File: src/rtl/rsc_ram.sv
// Generic single-port-write, single-port-read RAM with registered read data.
module rsc_ram #(
  parameter int WIDTH = 32,
  parameter int DEPTH = 128
) (
  input  logic                     clk,
  input  logic                     we,
  input  logic [$clog2(DEPTH)-1:0] waddr,
  input  logic [WIDTH-1:0]         wdata,
  input  logic [$clog2(DEPTH)-1:0] raddr,
  output logic [WIDTH-1:0]         rdata
);

  logic [WIDTH-1:0] mem [DEPTH];

  always_ff @(posedge clk) begin
    if (we) begin
      mem[waddr] <= wdata;
    end
    rdata <= mem[raddr];
  end

endmodule
File: config.mk
export PLATFORM = sky130hd
export DESIGN_NAME = rsc_ram
export DESIGN_NICKNAME = d
export VERILOG_FILES = /design/src/rtl/rsc_ram.sv
export SDC_FILE = /design/constraint.sdc
export NUM_CORES = 2
export LEC_CHECK = 0
export BUFFER_PORTS_ARGS = -buffer_cell sky130_fd_sc_hd__buf_4
export CAP_MARGIN = 10
export CORE_MARGIN = 1.5
export CORE_UTILIZATION = 40
export CTS_CLUSTER_SIZE = 28
export DETAILED_ROUTE_END_ITERATION = 6
export GPL_TIMING_DRIVEN = 1
export HOLD_SLACK_MARGIN = 0.1
export PLACE_DENSITY = 0.55
export SYNTH_ARGS = -nofsm -noshare
export SYNTH_HDL_FRONTEND = slang
export SYNTH_SLANG_ARGS = --single-unit
export TNS_END_PERCENT = 50
File: constraint.sdc
create_clock -name clk -period 3.5 [get_ports clk]
set_input_delay 0.35 -clock clk [delete_from_list [all_inputs] [get_ports clk]]
set_output_delay 0.35 -clock clk [all_outputs]
set_load 0.05 [all_outputs]
==> metrics.cfg <==
[final_layout]
fin_area_um2=183000
nets=6724
drive_above_1_share_pct=37.5
multi_input_area_um2=32300
fill_cells=31543
area_growth_pct=17.3
fin_cells=12252
seq_area_um2=124000

[timing]
skew_ns=0.0473
max_freq_mhz=367
period_share_pct=77.9
hold_viol=0
relSlewSlack_pct=21.2
rsz0062_at_grt=false
setup_violations=0
finalMaxSlewViolations=0
period_needed_ns=2.73
worst_pin_slew_ns=1.18
timing.final.ws_setup_ns=0.774

[min_path]
min-delay-start=raddr[5]
hp-class=in -> reg
hold_path_depth=2
hold_end=rdata[13]

[global_route]
grt_pass1_wl_um=614000
grt_usage_pct=22.6
grt_pass1_vias=73309
grt_overflow=0
grt_max_degree=129
grt_antenna_before_repair=56

[clock_tree]
clock_path_buffers=4
htreeDepth=5
clock-sinks=4128
cts_root_buf=clkbuf_16
cts-buffers-inserted=413
cts_tree=built
insertion_delay_ns=0.98
cts.clk_slew.worst_paths_ns=0.06

[place]
finalWeightedCongestion=0.803
port_buffers=79
hpwl_um=258000
dp_cells=11418
place_area_um2=169000
dp_slack_ns=-0.111

[worst_setup_path]
crit_fanout=5
rr_startpoint=mem[87][27]
critPathLaunchType=flop
cp-end-kind=flop
critPathMaxStageDelay_ns=0.73
rr_worst_depth=4
crit_family=multiplexers
reg2reg_slack_ns=0.77
path_common_cell=mux4_2
crit_buf_inv=0
cp.arrival_ns=3.59
cp_slowest_cell=mux4_2
rr_endpoint=rdata[27]
cp_data_required_time_ns=4.37
worstSetupPathType=reg -> reg
cp_cell_sequence=mux4_2 > mux4_2 > mux4_2 > mux2_2

[logic_synthesis]
synth_nets=6038
synth_top_cell_area_share_pct=78.7
synth_area_leaders=edfxtp_1 (79%), mux4_2 (19%), clkbuf_1 (0.44%)
syn_avg_cell_area_um2=26.1
ys_seq_elements=4128
synthCells=5990
yosysWarningCount=0
seq_area_frac_synth_pct=79.1
synth_area_um2=156000
synth_top_area_cell=edfxtp_1
ys_types=17

[floorplanning]
initial_core_util_pct=40.2
rows=229
die_x_um=628
coreArea_um2=389000
chipHeight_um=628
dieArea_um2=394000
ios=80

[detailed_routing]
via_count=72077
first_pass_iters=7
vias_per_cell=5.88
drt_wl_total_um=448000
drt_iter0_markers=10034
wl_per_cell_um=36.6
detail-route-antenna-nets=0
drc_errors=7

[pwr]
pwr-share-clk_pct=41.9
power_density_nw_per_um2=572
p_sw_mw=23.0
p_leak_nw=56.2
p_sw_share_pct=22.0
total_power_mw=105
seqPwrFrac_pct=52.4
comb_power_share_pct=5.7
internal_power_mw=81.8
peakVddDrop_mv=0.481

[job]
max_cap_violations=0

[status]
status=complete, but fails checks
violations=design-rule violations

==> per-stage QoR <==
stage	util, %	setup TNS, ns	hold slack (ns)
6_report	47.1	0	0.165
3_5_place_dp	43.6	-0.554	0.862
4_1_cts	47.1	0	0.105
5_1_grt	47.1	0	0.132
3_3_place_gp	43.6	-0.584	0.865
2_1_floorplan	-	-11.53	0.449
==> layout by cell type, fill, tap and decap left out, types with 8 or more instances in the layout <==
cell type / Yosys / layout
nor2_4: 0 / 119
buf_4: 3 / 311
dlygate4sd3_1: 0 / 40
nand3_1: 12 / 8
clkinvlp_4: 0 / 11
nand2_1: 14 / 11
dfxtp_1: 32 / 32
buf_12: 0 / 231
mux2_2: 32 / 32
clkbuf_16: 0 / 416
clkbuf_1: 182 / 101
mux4_2: 1344 / 1344
clkinv_2: 0 / 81
edfxtp_1: 4096 / 4096
diode_2: 0 / 31
bufinv_16: 0 / 40
clkinv_1: 0 / 86
clkinv_16: 0 / 10
==> layout make-up <==
type / instances / share of cell area, %
Sequential cell: 4128 / 67.4
Multi-Input combinational cell: 1546 / 17.6
Clock buffer: 518 / 5.89
Timing Repair Buffer: 587 / 4.06
Tap cell: 5197 / 3.55
Clock inverter: 245 / 1.40
Antenna cell: 31 / 0.0423
==> power by group through the flow <==
stage          Clock, mW  Sequential, mW  Combinational [mW]
2_1_floorplan          0            55.9                2.63
3_3_place_gp           0            56.0                5.97
3_5_place_dp           0            56.0                6.03
4_1_cts             44.7            54.9                6.09
5_1_grt             46.4            54.9                6.22
6_report            44.0            54.9                5.99
==> registers in the layout (all words and copies together), names as in the netlist <==
register / flops
rdata: 32
mem: 4096
==> cells in the mapped netlist <==
cell type	number
buf_1	50
buf_2	79
buf_4	3
buf_6	2
clkbuf_1	182
dfxtp_1	32
edfxtp_1	4096
mux2_2	32
mux4_2	1344
nand2_1	14
nand2b_1	2
nand3_1	12
nand4_1	3
nor2_1	122
nor2b_1	7
nor3_1	9
or3_1	1
==> timing repair <==
action / 4_1_cts / 5_1_grt
hold endpoints to repair: 1654 / 0
setup buffers: 0 / 0
hold buffers: 40 / 0
gates resized for setup: 0 / 0
==> per-layer routing <==
layer | vias to the layer above | wire, um | global-route usage [%]
li1 | 27854 | - | -
met2 | 3055 | 222000 | 37.3
met1 | 40526 | 179000 | 31.2
met4 | 28 | 15100 | 7.21
met5 | - | 176 | 0
met3 | 614 | 31900 | 3.22
==> how the worst max path moves through the flow <==
stage                           start     endpoint  depth (start not counted)
after floorplan                    we  mem[102][0]                          3
after global placement       raddr[0]     rdata[0]                          8
after detailed placement     raddr[0]     rdata[0]                          8
after CTS                  mem[77][1]     rdata[1]                          4
after global routing       mem[76][1]     rdata[1]                          4
final                     mem[87][27]    rdata[27]                          4
==> cells by family (layout without fill, tap and decap cells) <==
kind of cell | after synthesis | after routing | synth area share, %
simple gates | 170 | 170 | 0.446
buf+inv | 316 | 1350 | 0.839
other cells | 0 | 31 | 0
mux | 1376 | 1376 | 19.6
flops | 4128 | 4128 | 79.1
Power figures use the tool's default switching activity.
